===== src/sv/fbcs_pkg.sv =====
// Shared types, status codes and the blink color table for the fault blink
// code sequencer. No dependencies.
`default_nettype none
package fbcs_pkg;

  localparam logic [2:0] ST_OK        = 3'd0;
  localparam logic [2:0] ST_FATAL     = 3'd1;
  localparam logic [2:0] ST_NET_DOWN  = 3'd2;
  localparam logic [2:0] ST_WIFI_DOWN = 3'd3;
  localparam logic [2:0] ST_MQTT_DOWN = 3'd4;
  localparam logic [2:0] ST_OTA_FAIL  = 3'd5;

  localparam logic [1:0] REG_ON_TICKS  = 2'd0;
  localparam logic [1:0] REG_OFF_TICKS = 2'd1;
  localparam logic [1:0] REG_GAP_TICKS = 2'd2;

  localparam logic [23:0] COLOR_DARK    = 24'h000000;
  localparam logic [23:0] COLOR_RED     = 24'h280000;
  localparam logic [23:0] COLOR_AMBER   = 24'h280E00;
  localparam logic [23:0] COLOR_BLUE    = 24'h000028;
  localparam logic [23:0] COLOR_MAGENTA = 24'h280028;

  typedef enum logic [2:0] {
    PH_ON  = 3'b001,
    PH_OFF = 3'b010,
    PH_GAP = 3'b100
  } phase_t;

  typedef struct packed {
    logic [3:0] on_ticks;
    logic [3:0] off_ticks;
    logic [3:0] gap_ticks;
  } cfg_t;

  typedef struct packed {
    logic [2:0]  cur_status;
    logic [2:0]  owner;
    logic [2:0]  blinks_done;
    phase_t      phase;
    logic [3:0]  tick_cnt;
    logic [23:0] color;
  } seq_state_t;

  function automatic logic [23:0] code_color(input logic [2:0] code);
    logic [23:0] c;
    case (code)
      ST_FATAL:     c = COLOR_RED;
      ST_NET_DOWN:  c = COLOR_RED;
      ST_WIFI_DOWN: c = COLOR_AMBER;
      ST_MQTT_DOWN: c = COLOR_BLUE;
      ST_OTA_FAIL:  c = COLOR_MAGENTA;
      default:      c = COLOR_DARK;
    endcase
    return c;
  endfunction

endpackage
`default_nettype wire


===== src/sv/fbcs_step.sv =====
// Next-state logic of the blink sequencer for one set event or one tick.
// Depends on fbcs_pkg.
`default_nettype none
module fbcs_step import fbcs_pkg::*; (
  input  wire cfg_t       cfg,
  input  wire seq_state_t st,
  input  wire logic       mode,
  input  wire logic [2:0] status_code,
  output seq_state_t      st_nxt,
  output logic            ignored
);

  logic [3:0] cnt_inc;
  logic [3:0] len;
  logic [2:0] blinks_inc;
  logic       owner_change;

  always_comb begin
    st_nxt       = st;
    ignored      = 1'b0;
    owner_change = (st.owner != st.cur_status);
    len          = 4'd1;
    cnt_inc      = 4'd0;
    blinks_inc   = 3'd0;

    if (mode) begin
      if (st.cur_status == ST_FATAL) begin
        ignored = 1'b1;
      end else begin
        st_nxt.cur_status = (status_code > ST_OTA_FAIL) ? ST_OK : status_code;
      end
    end else begin
      // A status change drops the running pattern and restarts it.
      st_nxt.owner = st.cur_status;
      if (owner_change) begin
        st_nxt.blinks_done = 3'd0;
        st_nxt.phase       = PH_ON;
        st_nxt.tick_cnt    = 4'd0;
      end
      if (st_nxt.owner == ST_OK || st_nxt.owner == ST_FATAL) begin
        st_nxt.color       = code_color(st_nxt.owner);
        st_nxt.blinks_done = 3'd0;
        st_nxt.phase       = PH_ON;
        st_nxt.tick_cnt    = 4'd0;
      end else begin
        case (st_nxt.phase)
          PH_ON:   len = cfg.on_ticks;
          PH_OFF:  len = cfg.off_ticks;
          PH_GAP:  len = cfg.gap_ticks;
          default: len = 4'd1;
        endcase
        if (len == 4'd0) begin
          len = 4'd1;
        end
        cnt_inc    = st_nxt.tick_cnt + 4'd1;
        blinks_inc = st_nxt.blinks_done + 3'd1;
        st_nxt.tick_cnt = cnt_inc;
        if (cnt_inc >= len) begin
          st_nxt.tick_cnt = 4'd0;
        end
        case (st_nxt.phase)
          PH_ON: begin
            st_nxt.color = code_color(st_nxt.owner);
            if (cnt_inc >= len) begin
              st_nxt.phase = PH_OFF;
            end
          end
          PH_OFF: begin
            st_nxt.color = COLOR_DARK;
            if (cnt_inc >= len) begin
              if (blinks_inc >= st_nxt.owner) begin
                st_nxt.blinks_done = 3'd0;
                st_nxt.phase       = PH_GAP;
              end else begin
                st_nxt.blinks_done = blinks_inc;
                st_nxt.phase       = PH_ON;
              end
            end
          end
          PH_GAP: begin
            st_nxt.color = COLOR_DARK;
            if (cnt_inc >= len) begin
              st_nxt.phase = PH_ON;
            end
          end
          default: begin
            st_nxt.color    = COLOR_DARK;
            st_nxt.tick_cnt = 4'd0;
            st_nxt.phase    = PH_ON;
          end
        endcase
      end
    end
  end

endmodule
`default_nettype wire


===== src/sv/fault_blink_code_sequencer_top.sv =====
// Top level of the fault blink code sequencer: stream ports, register file,
// sequencer state and result register. Depends on fbcs_pkg and fbcs_step.
`default_nettype none
//
//  channel | direction | transfer carries
//  --------+-----------+---------------------------------------------------
//  in_     | slave     | tuser: mode; tdata: status_code
//  out_    | master    | tdata: red, green, blue, held_status, set_ignored
//  cfg_    | write     | on_ticks (0), off_ticks (1), gap_ticks (2)
//
// On every input transfer the step logic updates the sequencer state and
// loads the result register at the same edge, so one item per clock is
// accepted whenever the result register is empty or is being drained in that
// cycle. Only the result register can stall the input.
// Reset (rst_n low, synchronous) restores the default tick counts, status ok,
// a dark LED, and empties the result register.
module fault_blink_code_sequencer_top import fbcs_pkg::*; (
  input  wire logic        clk,
  input  wire logic        rst_n,
  input  wire logic        in_tvalid,
  output logic             in_tready,
  input  wire logic [7:0]  in_tdata,   // [2:0] status_code, [7:3] zero
  input  wire logic [0:0]  in_tuser,   // [0] mode
  output logic             out_tvalid,
  input  wire logic        out_tready,
  output logic [31:0]      out_tdata,  // [7:0] red_level, [15:8] green_level,
                                       // [23:16] blue_level, [26:24] held_status,
                                       // [27] set_ignored, [31:28] zero
  input  wire logic        cfg_we,
  input  wire logic [1:0]  cfg_index,
  input  wire logic [3:0]  cfg_wdata
);

  cfg_t        cfg_r;
  seq_state_t  st_r;
  seq_state_t  st_nxt;
  logic        ignored;
  logic        out_valid_r;
  logic [31:0] out_data_r;
  logic [31:0] out_data_nxt;
  logic        in_xfer;

  // The result register is the only buffer; it frees up in the cycle it is
  // taken, so back-to-back transfers flow at full rate while out_tready stays high.
  assign in_tready = !out_valid_r || out_tready;
  assign in_xfer   = in_tvalid && in_tready;

  fbcs_step u_step (
    .cfg         (cfg_r),
    .st          (st_r),
    .mode        (in_tuser[0]),
    .status_code (in_tdata[2:0]),
    .st_nxt      (st_nxt),
    .ignored     (ignored)
  );

  assign out_data_nxt = {4'd0, ignored, st_nxt.cur_status,
                         st_nxt.color[7:0], st_nxt.color[15:8], st_nxt.color[23:16]};

  // Register file. Writes must come only while the block is idle; the block does not enforce it.
  always_ff @(posedge clk) begin
    if (!rst_n) begin
      cfg_r.on_ticks  <= 4'd2;
      cfg_r.off_ticks <= 4'd2;
      cfg_r.gap_ticks <= 4'd8;
    end else if (cfg_we) begin
      case (cfg_index)
        REG_ON_TICKS:  cfg_r.on_ticks  <= cfg_wdata;
        REG_OFF_TICKS: cfg_r.off_ticks <= cfg_wdata;
        REG_GAP_TICKS: cfg_r.gap_ticks <= cfg_wdata;
        default: ;
      endcase
    end
  end

  // Sequencer state advances once per accepted transfer.
  always_ff @(posedge clk) begin
    if (!rst_n) begin
      st_r.cur_status  <= ST_OK;
      st_r.owner       <= ST_OK;
      st_r.blinks_done <= 3'd0;
      st_r.phase       <= PH_ON;
      st_r.tick_cnt    <= 4'd0;
      st_r.color       <= COLOR_DARK;
    end else if (in_xfer) begin
      st_r <= st_nxt;
    end
  end

  always_ff @(posedge clk) begin
    if (!rst_n) begin
      out_valid_r <= 1'b0;
    end else if (in_xfer) begin
      out_valid_r <= 1'b1;
    end else if (out_tready) begin
      out_valid_r <= 1'b0;
    end
  end

  // Payload needs no reset.
  always_ff @(posedge clk) begin
    if (in_xfer) begin
      out_data_r <= out_data_nxt;
    end
  end

  assign out_tvalid = out_valid_r;
  assign out_tdata  = out_data_r;

endmodule
`default_nettype wire


===== config.mk =====
export PLATFORM = sky130hd
export DESIGN_NAME = fault_blink_code_sequencer_top
export DESIGN_NICKNAME = d
export VERILOG_FILES = /design/src/sv/fbcs_pkg.sv /design/src/sv/fbcs_step.sv /design/src/sv/fault_blink_code_sequencer_top.sv
export SDC_FILE = /design/constraint.sdc
export NUM_CORES = 1
export LEC_CHECK = 0
export ABC_AREA = 1
export BUFFER_PORTS_ARGS = -buffer_cell sky130_fd_sc_hd__buf_4
export CORE_ASPECT_RATIO = 1.2
export CORE_MARGIN = 2
export CORE_UTILIZATION = 39
export CTS_CLUSTER_DIAMETER = 40
export DETAILED_ROUTE_END_ITERATION = 8
export GPL_ROUTABILITY_DRIVEN = 0
export PLACE_DENSITY = 0.56
export SKIP_CTS_REPAIR_TIMING = 1
export SYNTH_ARGS = -nofsm -noshare
export SYNTH_HDL_FRONTEND = slang
export SYNTH_SLANG_ARGS = --single-unit
export TNS_END_PERCENT = 100

===== constraint.sdc =====
create_clock -name clk -period 3.49 [get_ports clk]
set_input_delay 0.698 -clock clk [delete_from_list [all_inputs] [get_ports clk]]
set_output_delay 0.698 -clock clk [all_outputs]
set_load 0.02 [all_outputs]

# --- Yosys cells after proc, flatten, opt, wreduce, memory -nomap -nowiden ---
# Index checks and enable logic that the tools add are counted.
op_classes:
  n_addsub: 2
  n_lt_le_gt_ge: 3
  eq_ne: 11
  mux: 26
  n_bitwise: 1
  reduce_logical: 14
ops:
  columns: ["operator", "count"]
  rows:
  - ["$pmux W22 S4", 1]
  - ["$mux W34", 1]
  - ["$mux W4", 7]
  - ["$mux W24", 1]
  - ["$mux W22", 1]
  - ["$mux W10", 2]
  - ["$mux W3", 6]
  - ["$mux W6", 2]
  - ["$pmux W4 S3", 1]
  - ["$eq A3 B2 Y1 const B", 3]
  - ["$eq A3 B3 Y1 const B", 3]
  - ["$pmux W3 S3", 1]
  - ["$reduce_and A2 Y1", 4]
  - ["$eq A3 B1 Y1 const B", 2]
  - ["$add A4 B1 Y4 const B", 1]
  - ["$ge A4 B4 Y1", 1]
  - ["$logic_not A4 Y1", 1]
  - ["$add A3 B1 Y3 const B", 1]
  - ["$ge A3 B3 Y1", 1]
  - ["$gt A3 B3 Y1 const B", 1]
  - ["$logic_not A3 Y1", 1]
  - ["$mux W1", 3]
  - ["$ne A3 B3 Y1", 1]
  - ["$reduce_or A3 Y1", 1]
  - ["9 further kinds", 10]
word_totals:
  ff_bits: 81
  in_bits: 20
  output_inout_bits: 34
  wordCells: 69

# --- Logic depth before layout (Yosys ltp) ---
# Gate-level depths: netlist (run 1).
logic_depth:
  ltp_word: 16
  depth_mapped: 27
  depth_no_buf: 27

# --- By module ---
# A second synthesis (run 1) with hierarchy kept.
hier_totals:
  hier_cells: 610
  hier_area_um2: 4408.0
by_module_without_submodules:
  columns: ["module", "instances", "cells_each", "area_per_inst_um2", "seq_area_each_um2"]
  rows:
  - ["fault_blink_code_sequencer_top", 1, 373, 3241.9, 1901.8]
  - ["fbcs_step", 1, 237, 1166.1, 0.0]

# --- Least setup slack after synthesis (run 1) ---
# OpenSTA, ideal clock, no wires.
synth_path:
  kind: "reg-to-reg"
  startpoint: "register st_r[38] (netlist bit)"
  endpoint: "register st_r[31] (netlist bit)"
  setup_time_ns: 0.070
  arrival_time_ns: 2.543
  t_required_ns: 3.420
  slack_ns: 0.876
  path_stages_with_launch: 19
  n_path_buf: 0
  period_less_slack_ns: 2.614
  path_cell_list: "dfxtp_1 -> inv_2 -> nand2_1 -> nand2_1 -> nor2_4 -> nand2_1 -> inv_2 -> nand2_1 -> inv_1 -> ha_1 -> nand4_1 -> and2_1 -> ha_1 -> a21oi_1 -> nand3_1 -> or2_2 -> nand2_1 -> nand3_1 -> a21oi_1"
synth_via:
  elab_chain_cells: 15
  word_cells_on_any_way: 24
  cone_classes: "add/sub: 2; order compare: 2; eq/ne: 5; mux: 12; reduce/logical: 3"
synth_lines:
  columns: ["item", "line_no", "text"]
  rows:
  - ["start, declared", "fault_blink_code_sequencer_top.sv:35", "seq_state_t st_r;"]
  - ["start signal, assigned", "fault_blink_code_sequencer_top.sv:86", "st_r <= st_nxt;"]
  - ["$ne A3 B3 Y1", "fbcs_step.sv:21", "owner_change = (st.owner != st.cur_status);"]
  - ["$mux W10", "fbcs_step.sv:35", "if (owner_change) begin"]
  - ["$mux W10", "fbcs_step.sv:26", "if (mode) begin"]
  - ["$eq A3 B3 Y1, or another cell as far along", "fbcs_step.sv:46", "case (st_nxt.phase)"]
  - ["$pmux W4 S3", "fbcs_step.sv:46", null]
  - ["$mux W4", "fbcs_step.sv:40", "if (st_nxt.owner == ST_OK || st_nxt.owner == ST_FATAL) begin"]
  - ["$mux W4", "fbcs_step.sv:26", null]
  - ["$logic_not A4 Y1", "fbcs_step.sv:52", "if (len == 4'd0) begin"]
  - ["$mux W4", "fbcs_step.sv:52", null]
  - ["$mux W4", "fbcs_step.sv:40", null]
  - ["$mux W4", "fbcs_step.sv:26", null]
  - ["$ge A4 B4 Y1", "fbcs_step.sv:70", "if (cnt_inc >= len) begin"]
  - ["$mux W6", "fbcs_step.sv:70", null]
  - ["$mux W3", "fbcs_step.sv:61", "case (st_nxt.phase)"]
  - ["$mux W34 *", "fbcs_step.sv:40", null]
# Every way passes the cells marked *; elsewhere a longest branch is shown, timed or not. The select of a mux whose other input is x is not followed.
# A chain may end at the register's enable or synchronous reset.

# --- Worst setup path after layout (run 1) ---
# Ends and elaborated chain as after synthesis.

==> results.toml, run 1 <==
[grt]
grt_pass1_vias = 2500
track_usage_pct = 14.3
grt_max_degree = 34
grt_overflow_total = 0
antenna_found_initial = 0
grt_first_pass_wirelength_mm = 11.3

[synth]
ys_ff_latch = 81
synth_cell_types = 29
yosys.area.top_type_share_pct = 29.5
ys_warn_count = 0
netlist_area_mm2 = 0.00359
yosysSeqAreaShare_pct = 52.9
syn_area_per_cell_um2 = 8.06
ys_top_cells_by_area = "dfxtp_1 (30%), edfxtp_1 (23%), nand2_1 (11%), inv_1 (7.8%), nand3_1 (5.4%)"
syn_inst = 446
yosysTopAreaCell = "dfxtp_1"

[timing]
final.setup.tns_ns = 0
fin_ws_ns = 0.468
finalHoldViolCount = 0
rsz0062_at_grt = "false"
skew_ns = 0.00469
relSlewSlack_pct = 47.3
worst_pin_slew_ns = 0.789
fmax_ghz = 0.331
final.period_utilization_pct = 86.6
setup_viol = 0
period_needed_ns = 3.02
slew_violations = 0

[pwr]
sw_frac_of_total_pct = 25.6
p_leak_nw = 2.14
pwr-share-comb_pct = 12.3
p_sw_mw = 0.503
p_per_area_mw_per_mm2 = 465
p_seq_share_pct = 52.3
p_int_mw = 1.46
clockPowerShare_pct = 35.5
ir_drop_uv = 184

[setup_path]
start_kind = "flop"
cp_slowest_cell = "dfxtp_1"
setup.worst_path.class = "reg2reg"
worstSetupEndpointType = "flop"
path_common_cell = "nand2_1"
crit_path_max_incr_delay_ns = 0.39
arrival_ns = 3.30
cp_cell_sequence = "inv_2 > nand2_1 > nand2_1 > nor2_4 > nand2_1 > inv_2 > nand2_1 > inv_1 > ha_1 > nand4_1 > and2_1 > ha_1 > a21oi_1 > nand3_1 > or2_2 > nand2_1 > nand3_1 > a21oi_1"
worstPathMaxFanout = 10
cp.required_ns = 3.77

[routing]
routed_wl_mm = 6.82
drt_iter0_drc = 103
viasPerCell = 4.59
vias = 2821
wl_per_cell_um = 11.1
drc = 0
firstDrtPassIters = 4
drtAntennaViolNets = 0

[layout]
instances_no_fill = 614
finalNetCount = 518
syn_to_final_growth_pct = 17.5
final_common_cell = "nand2_1"
layout-drive-gt1-share_pct = 15.2
fin_util_pct = 47.0
mostFrequentLayoutCells = "nand2_1 (108), inv_1 (75), dfxtp_1 (53)"
diodes = 0

[floorplanning]
core_region_area_mm2 = 0.00899
chipWidth_um = 91.6
core.rowCount = 38
initial_core_util_pct = 40.0
die_h_um = 109
dieArea_mm2 = 0.0100
ioPinCount = 54

[cts]
cts_buffers = 9
htreeDepth = 3
cts.sinks = 81
clk_pin_slew_ns = 0.07
cts_root_buf = "clkbuf_8"
cts_tree = "yes"
insertion_delay_ns = 0.35
clockBufferDepth = 2

[placement]
portBuffers = 44
dp.cells = 598
dp_hpwl_mm = 4.66
pre_cts_ws_ns = 0.472

[run_status]
status = "completed"

[hold_path]
hold_path.class = "reg2reg"

[job]
drv_cap = 0
routing by layer:
layer / wire [um] / global-route usage [%]
met1: 3130 / 16.4
met2: 3310 / 25.5
met3: 273 / 2.83
met4: 105 / 7.47
met5: 0 / 0
registers in the layout (all words and copies together), names as in the netlist:
name        count
cfg_r          12
out_tdata      28
out_tvalid      1
st_r           40
synthesized netlist by cell type, drive strengths merged:
library cell and count:
xor2 1, o211ai 2, nand3 41, xnor2 1, nand2 108, and2 1, nand4 7, a31o 1
conb 1, o21ai 22, nor3 3, a21oi 31, nor2 36, or2 3, inv 79, clkbuf 8
ha 9, dfxtp 53, edfxtp 28, buf 9, nand3b 2
cell type report:
class | instances | area [um2]
clock buffer | 12 | 155
sequential | 81 | 1900
inverter | 79 | 297
tap | 120 | 150
timing repair buffer | 46 | 345
fill | 871 | 4760
multi-input combinational | 272 | 1320
clock inverter | 4 | 51.3
critical path, delay by kind of cell, from the launching register on:
| kind | cells | cell delay (ns) |
|---|---|---|
| AO/OA/AOI/OAI | 2 | 0.27 |
| adder cells (fa/ha/maj) | 2 | 0.46 |
| buffers and inverters | 3 | 0.33 |
| flip-flops | 1 | 0.39 |
| AND/OR/NAND/NOR | 11 | 1.51 |
worst paths after layout:
check	startpoint	endpoint	slack (ns)	cells past startpoint
worst max register to register	st_r[38]	st_r[31]	0.47	18
worst min-delay path	cfg_r[2]	cfg_r[2]	0.45	2
worst min register to register	cfg_r[2]	cfg_r[2]	0.45	2
worst max-delay path	st_r[38]	st_r[31]	0.47	18
power by group through the flow:
stage	Sequential [mW]	Clock (mW)	Combinational, mW
floorplan	1.07	0	0.143
global placement	1.05	0	0.240
detailed placement	1.05	0	0.242
CTS	1.03	0.720	0.243
global route	1.03	0.754	0.273
finish	1.03	0.696	0.241
metrics by stage:
step / cell area [um2] / power (mW) / hold WS (ns)
detailed placement: 4020 / 1.29 / 0.446
floorplan: 3600 / 1.21 / 0.425
CTS: 4220 / 1.99 / 0.458
finish: 4220 / 1.96 / 0.452
global placement: 4020 / 1.29 / 0.438
global route: 4220 / 2.06 / 0.475
cell families (layout without fill, tap and decap cells):
kind of cell | count (synthesis) | after routing | share of synthesized area, %
flip-flops | 81 | 81 | 52.9
XOR/XNOR | 2 | 2 | 0.697
other | 1 | 4 | 0.104
buffers and inverters | 96 | 141 | 10.6
AO/OA/AOI/OAI | 56 | 56 | 8.04
adder cells (fa/ha/maj) | 9 | 9 | 3.13
AND/OR/NAND/NOR | 201 | 201 | 24.5
Note: power is estimated with default switching activity, not from simulation.
==> run 2, diff against run 1 <==
==> constraint.sdc (replaced) <==
create_clock -name clk -period 3.8 [get_ports clk]
set_input_delay 0.76 -clock clk [delete_from_list [all_inputs] [get_ports clk]]
set_output_delay 0.76 -clock clk [all_outputs]
set_load 0.01 [all_outputs]
==> results.toml, run 2 (synthesized netlist as in run 1, its figures left out) <==
[grt]
grt_max_degree = 34
grt_first_pass_wirelength_mm = 11.1
grt_pass1_vias = 2447
grt_overflow_total = 0
track_usage_pct = 14.2
antenna_found_initial = 0

[routing]
drc = 0
met2_length_mm = 3.37
wl_met3_um = 241
vias = 2824
wl_met1_mm = 3.11
drt_iter0_drc = 102
highest_layer = "met4"
drtAntennaViolNets = 0
viasPerCell = 4.61
firstDrtPassIters = 4
routed_wl_mm = 6.83
wl_per_cell_um = 11.1

[layout]
final_common_cell = "nand2_1"
fillers = 886
final_cell_area_mm2 = 0.00419
mostFrequentLayoutCells = "nand2_1 (108), inv_1 (75), dfxtp_1 (53)"
diodes = 0
finalNetCount = 517
fin_util_pct = 46.7
largest_reg_flops = 40
syn_to_final_growth_pct = 16.7
layout-drive-gt1-share_pct = 14.6
largest_register = "st_r"

[timing]
relSlewSlack_pct = 23.6
final.period_utilization_pct = 79.9
final.setup.tns_ns = 0
finalHoldViolCount = 0
worst_pin_slew_ns = 1.14
slew_violations = 0
fmax_ghz = 0.330
period_needed_ns = 3.03
rsz0062_at_grt = "false"
skew_ns = 0.00517
setup_viol = 0

[cts]
cts_buffers = 9
clockBufferDepth = 2
cts_tree = "yes"
clk_pin_slew_ns = 0.08
insertion_delay_ns = 0.35
htreeDepth = 3
cts_root_buf = "clkbuf_8"
cts.sinks = 81

[floorplanning]
chipWidth_um = 91.6
initial_core_util_pct = 40.0
core_region_area_mm2 = 0.00899
ioPinCount = 54
dieArea_mm2 = 0.0100
die_h_um = 109
core.rowCount = 38

[placement]
portBuffers = 44
place_area_mm2 = 0.00401
dp_hpwl_mm = 4.71

[pwr]
p_per_area_mw_per_mm2 = 418
ir_drop_uv = 145
p_leak_nw = 2.12

[job]
drv_cap = 0

[setup_path]
worstSetupEndpointType = "flop"
start_kind = "flop"
worstPathMaxFanout = 7
arrival_ns = 3.31
cp.required_ns = 4.08
setup.worst_path.class = "reg2reg"

[run_status]
status = "completed"

[hold_path]
hold_path.class = "reg2reg"
-- run 2: changes by cell type in the layout (fill, tap and decap cells not counted) --
cell	delta
clkinv_1	+2
clkbuf_8	-2
buf_4	-1
-- run 2: critical path, cell delays in order, from the launching register on --
cell     delay [ns]
dfxtp_1        0.45
inv_2          0.08
nand2_1        0.07
nand2_1        0.09
nor2_4         0.19
nand2_1        0.17
inv_2          0.14
nand2_1        0.07
inv_1          0.08
ha_1           0.17
nand4_1        0.11
and2_1         0.18
ha_1           0.30
a21oi_1        0.15
nand3_1        0.15
or2_2          0.30
nand2_1        0.06
nand3_1        0.07
a21oi_1        0.12
-- run 2: worst paths after layout --
| check | cells after the start | from | slack, ns | end |
|---|---|---|---|---|
| hold reg to reg | 2 | cfg_r[7] | 0.45 | cfg_r[7] |
| setup reg to reg | 18 | st_r[37] | 0.77 | st_r[31] |
| hold / removal | 2 | cfg_r[7] | 0.45 | cfg_r[7] |
| setup / recovery | 18 | st_r[37] | 0.77 | st_r[31] |
-- run 2: power breakdown --
part           internal, mW  switching [mW]
clock                 0.299           0.305
combinational        0.0719           0.132
sequential            0.929          0.0148
-- run 2: layout make-up --
cell class,count,area [um2],share of cell area [%]
inverters,79,297,7.07
flip-flops and latches,81,1900,45.3
multi-input cells,272,1320,31.5
well taps,120,150,3.58
repair buffers,45,338,8.05
clock buffers,10,128,3.04
clock inverters,6,58.8,1.40
-- run 2: stage by stage --
step	power, mW	instances	setup WS [ns]	hold WS [ns]
floorplan	1.10	449	1.19	0.425
finish	1.75	613	0.766	0.451
CTS	1.77	613	0.749	0.454
global placement	1.17	597	0.813	0.436
global route	1.84	613	0.398	0.471
detailed placement	1.17	597	0.766	0.442
-- run 2: metal layers --
metal	global-route usage, %	vias up
met2	24.6	42
met3	3.59	7
met5	0	-
met4	6.49	0
met1	16.7	1288
li1	-	1487
==> run 3, diff against run 2 <==
==> constraint.sdc (replaced) <==
create_clock -name clk -period 3.07 [get_ports clk]
set_input_delay 0.614 -clock clk [delete_from_list [all_inputs] [get_ports clk]]
set_output_delay 0.614 -clock clk [all_outputs]
set_load 0.01 [all_outputs]
==> results.toml, run 3 (synthesized netlist as in run 1, its figures left out) <==
[grt]
track_usage_pct = 14.7
grt_overflow_total = 0
grt_first_pass_wirelength_mm = 11.5
grt_max_degree = 34
antenna_found_initial = 0
grt_pass1_vias = 2501

[cts]
insertion_delay_ns = 0.35
htreeDepth = 3
cts_buffers = 9
clockBufferDepth = 2
cts.sinks = 81
cts_root_buf = "clkbuf_8"
clk_pin_slew_ns = 0.08
cts_tree = "yes"

[timing]
slew_violations = 0
setup_viol = 0
fmax_ghz = 0.356
final.period_utilization_pct = 91.4
rsz0062_at_grt = "true"
skew_ns = 0.00710
relSlewSlack_pct = 51.0
worst_pin_slew_ns = 0.735
finalHoldViolCount = 0
period_needed_ns = 2.81

[layout]
layout-drive-gt1-share_pct = 17.4
diodes = 0
mostFrequentLayoutCells = "nand2_1 (107), inv_1 (75), buf_4 (52)"
finalNetCount = 524
largest_register = "st_r"
largest_reg_flops = 40
final_common_cell = "nand2_1"
syn_to_final_growth_pct = 19.2
fin_util_pct = 47.7

[floorplanning]
chipWidth_um = 91.6
core_region_area_mm2 = 0.00899
die_h_um = 109
core.rowCount = 38
dieArea_mm2 = 0.0100
initial_core_util_pct = 40.0
ioPinCount = 54

[setup_path]
r2r_start = "st_r[37]"
cp.required_ns = 3.35
setup.worst_path.class = "reg2reg"
start_kind = "flop"
crit_start = "st_r[37]"
cp_cell_sequence = "inv_2 > nand2_1 > nand2_1 > nor2_4 > nand2_2 > inv_2 > nand2_1 > inv_1 > ha_1 > nand4_1 > and2_1 > ha_1 > a21oi_2 > nand3_1 > or2_2 > nand2_1 > nand3_1 > a21oi_1"
crit_path_max_incr_delay_ns = 0.38
cpLargestDelayFamily = "simple AND/OR/NAND/NOR gates"
arrival_ns = 3.08
path_common_cell = "nand2_1"
worstPathMaxFanout = 7
cp_slowest_cell = "dfxtp_4"
worstSetupEndpointType = "flop"
path_buf_inv = 3

[pwr]
p_per_area_mw_per_mm2 = 506
power.total_mw = 2.17
ir_drop_uv = 194
p_leak_nw = 2.16

[routing]
viasPerCell = 4.55
firstDrtPassIters = 4
vias = 2819
routed_wl_mm = 7.03
drc = 0
drtAntennaViolNets = 0
wl_per_cell_um = 11.3
drt_iter0_drc = 136

[job]
drv_cap = 0

[hold_path]
hold_path.class = "reg2reg"
min_from = "cfg_r[2]"

[placement]
dp_hpwl_mm = 4.78
portBuffers = 44

[run_status]
status = "completed"
## run 3: changes by cell type in the layout (fill, tap and decap cells not counted), moves of 2 or more
cell and change:
dfxtp_1 -3, buf_4 +7, clkinvlp_4 +2, clkinv_1 -2
clkbuf_8 +2, dfxtp_2 +2
## run 3: worst register-to-register path: cells and delay by family (launching register included)
family / cells / cell delay (ns)
AO/OA/AOI/OAI: 2 / 0.27
adder cells (fa/ha/maj): 2 / 0.47
buffers and inverters: 3 / 0.23
flip-flops: 1 / 0.38
AND/OR/NAND/NOR: 11 / 1.39
## run 3: area by class of cell
type                            count  area (um2)
Fill cell                         896        4700
Sequential cell                    81        1910
Multi-Input combinational cell    272        1360
Timing Repair Buffer               52         390
Inverter                           79         297
Clock buffer                       12         155
Tap cell                          120         150
Clock inverter                      4        27.5
## run 3: where the power goes
group | internal [mW] | switching (mW)
sequential | 1.15 | 0.0184
clock | 0.337 | 0.382
combinational | 0.107 | 0.173
## run 3: path summary, 6_finish.rpt
| path | end | slack, ns | cells past startpoint |
|---|---|---|---|
| hold / removal | cfg_r[2] | 0.45 | 2 |
| hold reg to reg | cfg_r[2] | 0.45 | 2 |
| setup reg to reg | st_r[31] | 0.26 | 18 |
| setup / recovery | st_r[31] | 0.26 | 18 |
## run 3: per-stage QoR
stage | setup TNS [ns] | setup WS, ns | std cells | cell area [um2] | hold WS (ns)
5_1_grt | -0.0840 | -0.0278 | 620 | 4280 | 0.476
3_3_place_gp | 0 | 0.172 | 601 | 4040 | 0.441
3_5_place_dp | 0 | 0.134 | 601 | 4040 | 0.441
2_1_floorplan | 0 | 0.456 | 449 | 3600 | 0.425
6_report | 0 | 0.264 | 620 | 4280 | 0.449
4_1_cts | 0 | 0.106 | 617 | 4220 | 0.453
## run 3: routing by layer
layer,track usage (%),share of wire [%],wire length (um)
met3,2.76,3.1,221
met4,8.12,1.9,135
met2,26.1,49,3480
met1,16.6,45,3200
met5,0,0,0
